===== src/rtl/bmpu_pkg.sv =====
package bmpu_pkg;

  localparam logic [1:0] REQ_READ  = 2'd0;
  localparam logic [1:0] REQ_WRITE = 2'd1;
  localparam logic [1:0] REQ_PORT  = 2'd2;

  localparam logic [1:0] PST_NONE   = 2'd0;
  localparam logic [1:0] PST_1FFD   = 2'd1;
  localparam logic [1:0] PST_7FFD   = 2'd2;
  localparam logic [1:0] PST_LOCKED = 2'd3;

  localparam logic [15:0] PORT_DEC_MASK = 16'hf002;
  localparam logic [15:0] PORT_1FFD     = 16'h1000;

  localparam logic [2:0] SCREEN_NORMAL = 3'd5;
  localparam logic [2:0] SCREEN_SHADOW = 3'd7;

  localparam logic [3:0] ROM_BASE = 4'd8;
  localparam logic [3:0] BANK_S1  = 4'd5;
  localparam logic [3:0] BANK_S2  = 4'd2;

  typedef struct packed {
    logic [1:0]  req_type;
    logic [15:0] address;
    logic [7:0]  data;
  } in_t;

  typedef struct packed {
    logic [3:0]  bank;
    logic [13:0] offset;
    logic        write_enable;
    logic        contended;
    logic [2:0]  display_bank;
    logic        disk_motor;
    logic [1:0]  port_status;
    logic        paging_locked;
  } out_t;

  // paging state kept as the bits that matter
  typedef struct packed {
    logic [2:0] ram_sel;   // 7ffd[2:0]
    logic       rom_lo;    // 7ffd[4]
    logic       locked;    // 7ffd[5]
    logic [3:0] r1ffd;     // 1ffd[3:0]
    logic [2:0] screen;
  } state_t;

  function automatic logic [3:0] special_bank(input logic [1:0] cfg, input logic [1:0] slot);
    logic [3:0] b;
    b = 4'd0;
    unique case (cfg)
      2'd0: b = {2'b00, slot};
      2'd1: b = {2'b01, slot};
      2'd2: b = (slot == 2'd3) ? 4'd3 : {2'b01, slot};
      default: begin
        unique case (slot)
          2'd0: b = 4'd4;
          2'd1: b = 4'd7;
          2'd2: b = 4'd6;
          default: b = 4'd3;
        endcase
      end
    endcase
    return b;
  endfunction

  function automatic logic [3:0] slot_bank(input state_t st, input logic [1:0] slot);
    logic [3:0] b;
    b = 4'd0;
    if (st.r1ffd[0]) begin
      b = special_bank(st.r1ffd[2:1], slot);
    end else begin
      unique case (slot)
        2'd0: b = ROM_BASE | {2'b00, st.r1ffd[2], st.rom_lo};
        2'd1: b = BANK_S1;
        2'd2: b = BANK_S2;
        default: b = {1'b0, st.ram_sel};
      endcase
    end
    return b;
  endfunction

endpackage


===== src/rtl/bmpu_regs.sv =====
module bmpu_regs (
  input  logic            clk,
  input  logic            rst_n,
  input  logic            upd,
  input  bmpu_pkg::state_t st_nxt,
  output bmpu_pkg::state_t st_r
);
  import bmpu_pkg::*;

  always_ff @(posedge clk) begin
    if (!rst_n) begin
      st_r.ram_sel <= '0;
      st_r.rom_lo  <= 1'b0;
      st_r.locked  <= 1'b0;
      st_r.r1ffd   <= '0;
      st_r.screen  <= SCREEN_NORMAL;
    end else if (upd) begin
      st_r <= st_nxt;
    end
  end

endmodule


===== src/rtl/bmpu_xlate.sv =====
module bmpu_xlate (
  input  bmpu_pkg::in_t    item,
  input  bmpu_pkg::state_t st,
  output bmpu_pkg::state_t st_nxt,
  output bmpu_pkg::out_t   res
);
  import bmpu_pkg::*;

  logic [1:0]  slot;
  logic [3:0]  bank;
  logic [15:0] dec;
  logic        sel_1ffd;
  logic        sel_7ffd;
  logic        is_mem;

  assign slot     = item.address[15:14];
  assign bank     = slot_bank(st, slot);
  assign dec      = item.address & PORT_DEC_MASK;
  assign sel_1ffd = (dec == PORT_1FFD);
  assign sel_7ffd = (dec[15:14] == 2'b01) && (dec[11:0] == 12'd0);
  assign is_mem   = (item.req_type == REQ_READ) || (item.req_type == REQ_WRITE);

  always_comb begin
    st_nxt = st;
    res = '0;
    if (is_mem) begin
      res.bank   = bank;
      res.offset = item.address[13:0];
      res.write_enable = (item.req_type == REQ_WRITE) && !bank[3] &&
                         (st.r1ffd[0] || (slot != 2'd0));
      res.contended = (slot == 2'd1) || ((slot == 2'd3) && bank[0]);
    end else if (item.req_type == REQ_PORT) begin
      if (sel_1ffd) begin
        st_nxt.r1ffd    = item.data[3:0];
        res.port_status = PST_1FFD;
      end else if (sel_7ffd) begin
        if (st.locked) begin
          res.port_status = PST_LOCKED;
        end else begin
          st_nxt.ram_sel  = item.data[2:0];
          st_nxt.rom_lo   = item.data[4];
          st_nxt.locked   = item.data[5];
          st_nxt.screen   = item.data[3] ? SCREEN_SHADOW : SCREEN_NORMAL;
          res.port_status = PST_7FFD;
        end
      end
    end
    res.display_bank  = st_nxt.screen;
    res.disk_motor    = st_nxt.r1ffd[3];
    res.paging_locked = st_nxt.locked;
  end

endmodule


===== src/rtl/banked_memory_paging_unit.sv =====
// Banked memory paging unit.
// Input channel (in_valid/in_ready/in_data) carries one bus request per beat:
// a memory read, a memory write or a port write. Output channel
// (out_valid/out_ready/out_data) returns one result beat per request, in
// order: physical bank, offset, write enable, contention flag, display bank,
// disk motor bit, port decode status and paging lock.
// A request is captured in an input register, translated combinationally
// against the current paging registers, and lands in the output register.
// One request is taken every cycle while results drain.
// Port writes update the paging registers as they pass through the
// translate stage, so later requests see the new map.
// Reset (rst_n low, synchronous) empties both stages and restores normal
// paging: ROM bank 8, banks 5 and 2, RAM bank 0, display bank 5, unlocked.
// When the receiver stalls, the output beat holds, the held request stays
// in the input register and in_ready drops until out_ready returns.
module banked_memory_paging_unit (
  input  logic            clk,
  input  logic            rst_n,
  input  logic            in_valid,
  output logic            in_ready,
  input  bmpu_pkg::in_t   in_data,
  output logic            out_valid,
  input  logic            out_ready,
  output bmpu_pkg::out_t  out_data
);
  import bmpu_pkg::*;

  logic   s1_valid_r;
  in_t    s1_item_r;
  logic   out_valid_r;
  out_t   out_data_r;
  logic   s1_adv;
  state_t st_r;
  state_t st_nxt;
  out_t   res;

  assign s1_adv   = s1_valid_r && (!out_valid_r || out_ready);
  assign in_ready = !s1_valid_r || s1_adv;

  always_ff @(posedge clk) begin
    if (!rst_n) begin
      s1_valid_r <= 1'b0;
    end else if (in_ready) begin
      s1_valid_r <= in_valid;
    end
  end

  always_ff @(posedge clk) begin
    if (in_ready && in_valid) begin
      s1_item_r <= in_data;
    end
  end

  bmpu_xlate u_xlate (
    .item   (s1_item_r),
    .st     (st_r),
    .st_nxt (st_nxt),
    .res    (res)
  );

  bmpu_regs u_regs (
    .clk    (clk),
    .rst_n  (rst_n),
    .upd    (s1_adv),
    .st_nxt (st_nxt),
    .st_r   (st_r)
  );

  always_ff @(posedge clk) begin
    if (!rst_n) begin
      out_valid_r <= 1'b0;
    end else if (!out_valid_r || out_ready) begin
      out_valid_r <= s1_valid_r;
    end
  end

  always_ff @(posedge clk) begin
    if (s1_adv) begin
      out_data_r <= res;
    end
  end

  assign out_valid = out_valid_r;
  assign out_data  = out_data_r;

endmodule

===== config.mk =====
export PLATFORM = sky130hd
export DESIGN_NAME = banked_memory_paging_unit
export DESIGN_NICKNAME = d
export VERILOG_FILES = /design/src/rtl/bmpu_pkg.sv /design/src/rtl/bmpu_regs.sv /design/src/rtl/bmpu_xlate.sv /design/src/rtl/banked_memory_paging_unit.sv
export SDC_FILE = /design/constraint.sdc
export NUM_CORES = 1
export LEC_CHECK = 0
export BUFFER_PORTS_ARGS = -buffer_cell sky130_fd_sc_hd__clkbuf_2
export CAP_MARGIN = 20
export CORE_MARGIN = 4
export CORE_UTILIZATION = 35
export CTS_BUF_LIST = sky130_fd_sc_hd__clkbuf_8
export DETAILED_ROUTE_END_ITERATION = 7
export REMOVE_ABC_BUFFERS = 1
export SLEW_MARGIN = 40
export SYNTH_ARGS = -nofsm -noshare
export SYNTH_HDL_FRONTEND = slang
export SYNTH_HIERARCHICAL = 1
export SYNTH_SLANG_ARGS = --single-unit

===== constraint.sdc =====
create_clock -name clk -period 2.8 [get_ports clk]
set_input_delay 0.28 -clock clk [delete_from_list [all_inputs] [get_ports clk]]
set_output_delay 0.28 -clock clk [all_outputs]
set_load 0.05 [all_outputs]

Word-level counts from Yosys, hierarchy flattened

Cells that the tools add are included.
W data, S select, Z words.

Bits in writable memories: 0
Register bits after elaboration: 65
Bits in latches: 0
Input port bits: 30
Memory bits (read-only): 0
Memories: 0

Bitwise operators: 5
Multiplexer cells: 18
Div/mod/pow operators: 0
$lt $le $gt $ge: 0
Reductions and logical operators: 23
Equality and inequality tests: 8
Add/subtract/negate cells: 0
Shift-type cells: 0
$mul: 0

Operators with widths:

| operator             | count |
|---|---|
| $pmux W4 S3          | 2 |
| $mux W8              | 2 |
| $logic_not A12 Y1    | 1 |
| $mux W3              | 4 |
| $pmux W3 S3          | 1 |
| $eq A2 B2 Y1 const B | 4 |
| $mux W4              | 2 |
| $eq A2 B1 Y1 const B | 3 |
| $logic_and A1 B1 Y1  | 6 |
| $logic_not A2 Y1     | 3 |
| $mux W1              | 6 |
| $reduce_and A6 Y1    | 1 |
| $eq A5 B2 Y1 const B | 1 |
| $logic_or A1 B1 Y1   | 5 |
| $not A1 Y1           | 5 |
| $reduce_and A4 Y1    | 1 |
| $reduce_or A4 Y1     | 1 |
| $logic_not A1 Y1     | 3 |
| $mux W2              | 1 |
| $reduce_bool A2 Y1   | 1 |
| $reduce_or A2 Y1     | 1 |

Logic depth before layout (Yosys ltp)

Depth after elaboration: 7
Gate-level depth with buffers: 6
Mapped depth without buffers: 5

Modules after synthesis

Netlist, hierarchy kept.

Modules (own cells, without submodules):

| module                    | times used | seq. area each (um^2) | cells an instance | area each (um^2) |
|---|---|---|---|---|
| banked_memory_paging_unit | 1          | 1631.6                | 62                | 1695.4 |
| bmpu_regs                 | 1          | 240.2                 | 38                | 445.4 |
| bmpu_xlate                | 1          | 0.0                   | 62                | 441.7 |

Worst setup path after synthesis

Ideal clock, no wire load.

Path kind: register to register
Start point: register out_valid_r, in the netlist out_valid
End point: register u_regs/st_r[0] (netlist name)
Setup slack: 0.018 ns
Library setup time: 0.124 ns
Clock period less this slack: 2.782 ns
Buffers on the path: 1
Data arrival time: 2.658 ns
Cell stages (with the launch flop): 6
Cell sequence: dfxtp_1 nor2b_4 nor2b_1 buf_6 mux2i_1 nand2_1

Cells in the longest elaborated chain, start to end: 3

Ends and longest elaborated chain:

| element                | RTL line                        | source |
|---|---|---|
| start, declared        | banked_memory_paging_unit.sv:30 | `logic out_valid_r;` |
| start signal, assigned | banked_memory_paging_unit.sv:73 | `out_valid_r <= s1_valid_r;` |
| $logic_not A1 Y1       | banked_memory_paging_unit.sv:37 | `assign s1_adv = s1_valid_r && (!out_valid_r \|\| out_ready);` |
| $logic_or A1 B1 Y1     | banked_memory_paging_unit.sv:37 |  |
| $logic_and A1 B1 Y1    | banked_memory_paging_unit.sv:37 |  |
| named net s1_adv       | banked_memory_paging_unit.sv:32 | `logic s1_adv;` |

The timed path passes the listed nets, and every way through them passes these cells.
A chain may end at the register's enable or synchronous reset.

Worst setup path after layout

Start point: register s1_item_r[23] (netlist name)
End point: register u_regs/st_r[8] (netlist name)

Cells in the longest elaborated chain, start to end: 3

Ends and longest elaborated chain:

| element                                                            | RTL line                           | source |
|---|---|---|
| start, declared                                                    | banked_memory_paging_unit.sv:29    | `in_t s1_item_r;` |
| start signal, assigned                                             | banked_memory_paging_unit.sv:50    | `s1_item_r <= in_data;` |
| $eq A5 B2 Y1 / $eq A2 B1 Y1 (equally long branches)                | bmpu_xlate.sv:19, bmpu_xlate.sv:20 |  |
| $not A1 Y1 (no line) / $logic_and A1 B1 Y1 (equally long branches) | -                                  |  |
| $reduce_and A6 Y1 (no line) *                                      | -                                  |  |

Mark *: on every way between the ends. The rest lies on a longest branch, timed or not.

==> key figures <==
Outcome
  – Status: complete, no violations

GRT
  – GRT busiest layer: met2
  – Pin count of the biggest net entering global routing: 40
  – GRT met3 Usage: 2.762%
  – Antenna violations before repair: 0
  – All-Layer GR Usage: 10.64%
  – First-pass GRT wire length: 6782 um
  – Vias in the first global route: 1337
  – Met1 GRT Util: 12.17%
  – GR Layer Usage met2: 17.52%
  – Grt ovf: 0

Cells and area
  – Multi-input gate area: 646.9 um^2
  – Design area: 0.003067 mm^2
  – Nets: 249
  – Synth-to-Final Area Change: 21.58%
  – Antenna Cells: 0
  – Fillers: 687
  – Fraction of layout cells with a size suffix above 1: 37.95%
  – Final non-filler cell total: 320
  – Register cell area after layout: 0.001812 mm^2

Clocking
  – Post-CTS setup buffer count: 0
  – Max H-tree Level: 3
  – Post_cts resized: 0
  – Clock buffer depth: 2
  – Clk sinks: 65
  – CTS Buf Count: 9
  – Hold buffers post-CTS: 0
  – Root Driver: clkbuf_8
  – TritonCTS clock tree: done
  – Clk slew on worst S/H paths: 70 ps
  – Clock latency at the later pin of the worst-skew pair: 320 ps

Critical path
  – Worst Setup End Kind: flop
  – Worst EP required: 3020 ps
  – CP Buf/Inv Count: 0
  – CP startpoint: s1_item_r[23]
  – CP max stage delay: 520 ps
  – Reg2reg start: s1_item_r[23]
  – Critical path's top delay family: simple AND/OR/NAND/NOR gates
  – Maximum fanout along the worst path: 8
  – WP data arrival: 2040 ps
  – Crit path cell chain: nor4b_4 > nand3b_2 > mux2_2 > mux2i_1 > nor2b_1
  – CP Launch Type: flop
  – Crit path max-delay cell type: edfxtp_1
  – Critical path type: reg2reg

Routing
  – Vias: 1381
  – # DRC: 0
  – First-pass iteration count of the detailed router: 4
  – Number of vias per cell: 4.316
  – Routed Antenna Nets: 0
  – Routed WL: 4268 um
  – Number of DRC markers in iteration 0: 86
  – Routed len/inst: 13.34 um

Pwr
  – Flop pwr share: 55.9%
  – Sw frac: 22.53%
  – Net switching power: 444.7 uW
  – Maximum vdd drop: 0.2016 mV
  – Clock power frac: 35.9%
  – PwrDens: 643.7 mW/mm^2
  – P_int: 1529 uW
  – Leak: 0.001183 uW
  – Logic pwr share: 8.2%

Yosys
  – Syn_area_per_cell: 15.77 um^2
  – Mapped Cells: 160
  – Post-Syn Area: 0.002522 mm^2
  – Yosys warning total: 6

Timing
  – Worst Tran Pin Value: 533.4 ps
  – Hold WS: 126.8 ps
  – Setup violators final: 0
  – Fmax: 0.5469 GHz
  – Slew headroom: 64.44%
  – Final Hold Fails: 0
  – Final slew viol count: 0
  – RSZ-0062 raised after global routing: no
  – Worst clock skew: 3.124 ps
  – Final Cycle Share: 65.31%
  – Post-route minimum period: 1829 ps

Floorplanning
  – Row Count: 30
  – Starting density of the core: 36.52%
  – Die Area: 0.008629 mm^2
  – Die width: 92.90 um
  – Core area: 0.006907 mm^2
  – # IOs: 59
  – Die Span Y: 92.90 um

Job
  – Max Cap Viol: 0

Place
  – Buffers added on ports: 56
  – Dpl cells: 304
  – Final Wtd Congestion: 0.6952
  – Dpl hpwl: 2923 um
  – Placed cell area: 0.002889 mm^2

Hold path
  – Hold WC Path Type: in2reg
  – Hold Crit Start: in_data[14]
-- registers in the layout, indices dropped and copies added, names as in the netlist --
name,cells
u_regs/st_r,12
out_valid,1
s1_item_r,24
s1_valid_r,1
out_data,27
-- per-layer routing --
layer  wire length [um]  up-vias
li1                   -      700
met4                128        0
met5                  0        -
met2               2192       25
met3                136        9
met1               1811      647
-- worst paths after layout --
check	slack (ps)	depth (start not counted)	endpoint
worst min-delay path	130	1	s1_item_r[14]
worst max register to register	970	5	u_regs/st_r[8]
worst max-delay path	970	5	u_regs/st_r[8]
worst min register to register	470	2	u_regs/st_r[0]
-- stage by stage --
stage / TNS (ps) / utilization (%) / power (uW) / setup WS, ps
global route: 0 / 44.40 / 2064 / 787.5
CTS: 0 / 44.40 / 2005 / 925.1
finish: 0 / 44.40 / 1974 / 971.4
detailed placement: 0 / 41.83 / 1289 / 934.8
global placement: 0 / 41.83 / 1286 / 959.8
floorplan: -13420 / - / 1233 / -380.0
-- placed cells by master (no fill, tap or decap), drive strengths merged, types with 2 or more instances in the layout --
| cell | instances |
|---|---|
| o21ai | 4 |
| nand3 | 2 |
| mux2i | 12 |
| buf | 3 |
| inv | 4 |
| nand3b | 2 |
| nor2 | 2 |
| clkinv | 4 |
| mux2 | 9 |
| dfxtp | 14 |
| nand2b | 4 |
| a21oi | 3 |
| edfxtp | 51 |
| clkbuf | 65 |
| nor2b | 28 |
| nand2 | 3 |
-- power by group through the flow --
stage	logic, uW	clock network, uW	registers (uW)
after floorplan	44.8	0	1190
after global routing	172	784	1110
after detailed placement	164	0	1120
final	161	709	1100
after CTS	164	736	1100
after global placement	162	0	1120
-- layout make-up --
cell class | instances | area share [%]
inverter | 2 | 0.2448
tap | 96 | 3.917
sequential | 65 | 59.08
clock inverter | 7 | 1.754
multi-input combinational | 82 | 21.09
timing repair buffer | 59 | 9.874
clock buffer | 9 | 4.039
-- worst reg2reg max path: cells and delay by family (launching register included) --
family	cells	cell delay, ps
flip-flops	1	520
multiplexers	2	490
AND/OR/NAND/NOR	3	710
No activity file was read; power rests on OpenSTA's default activity.
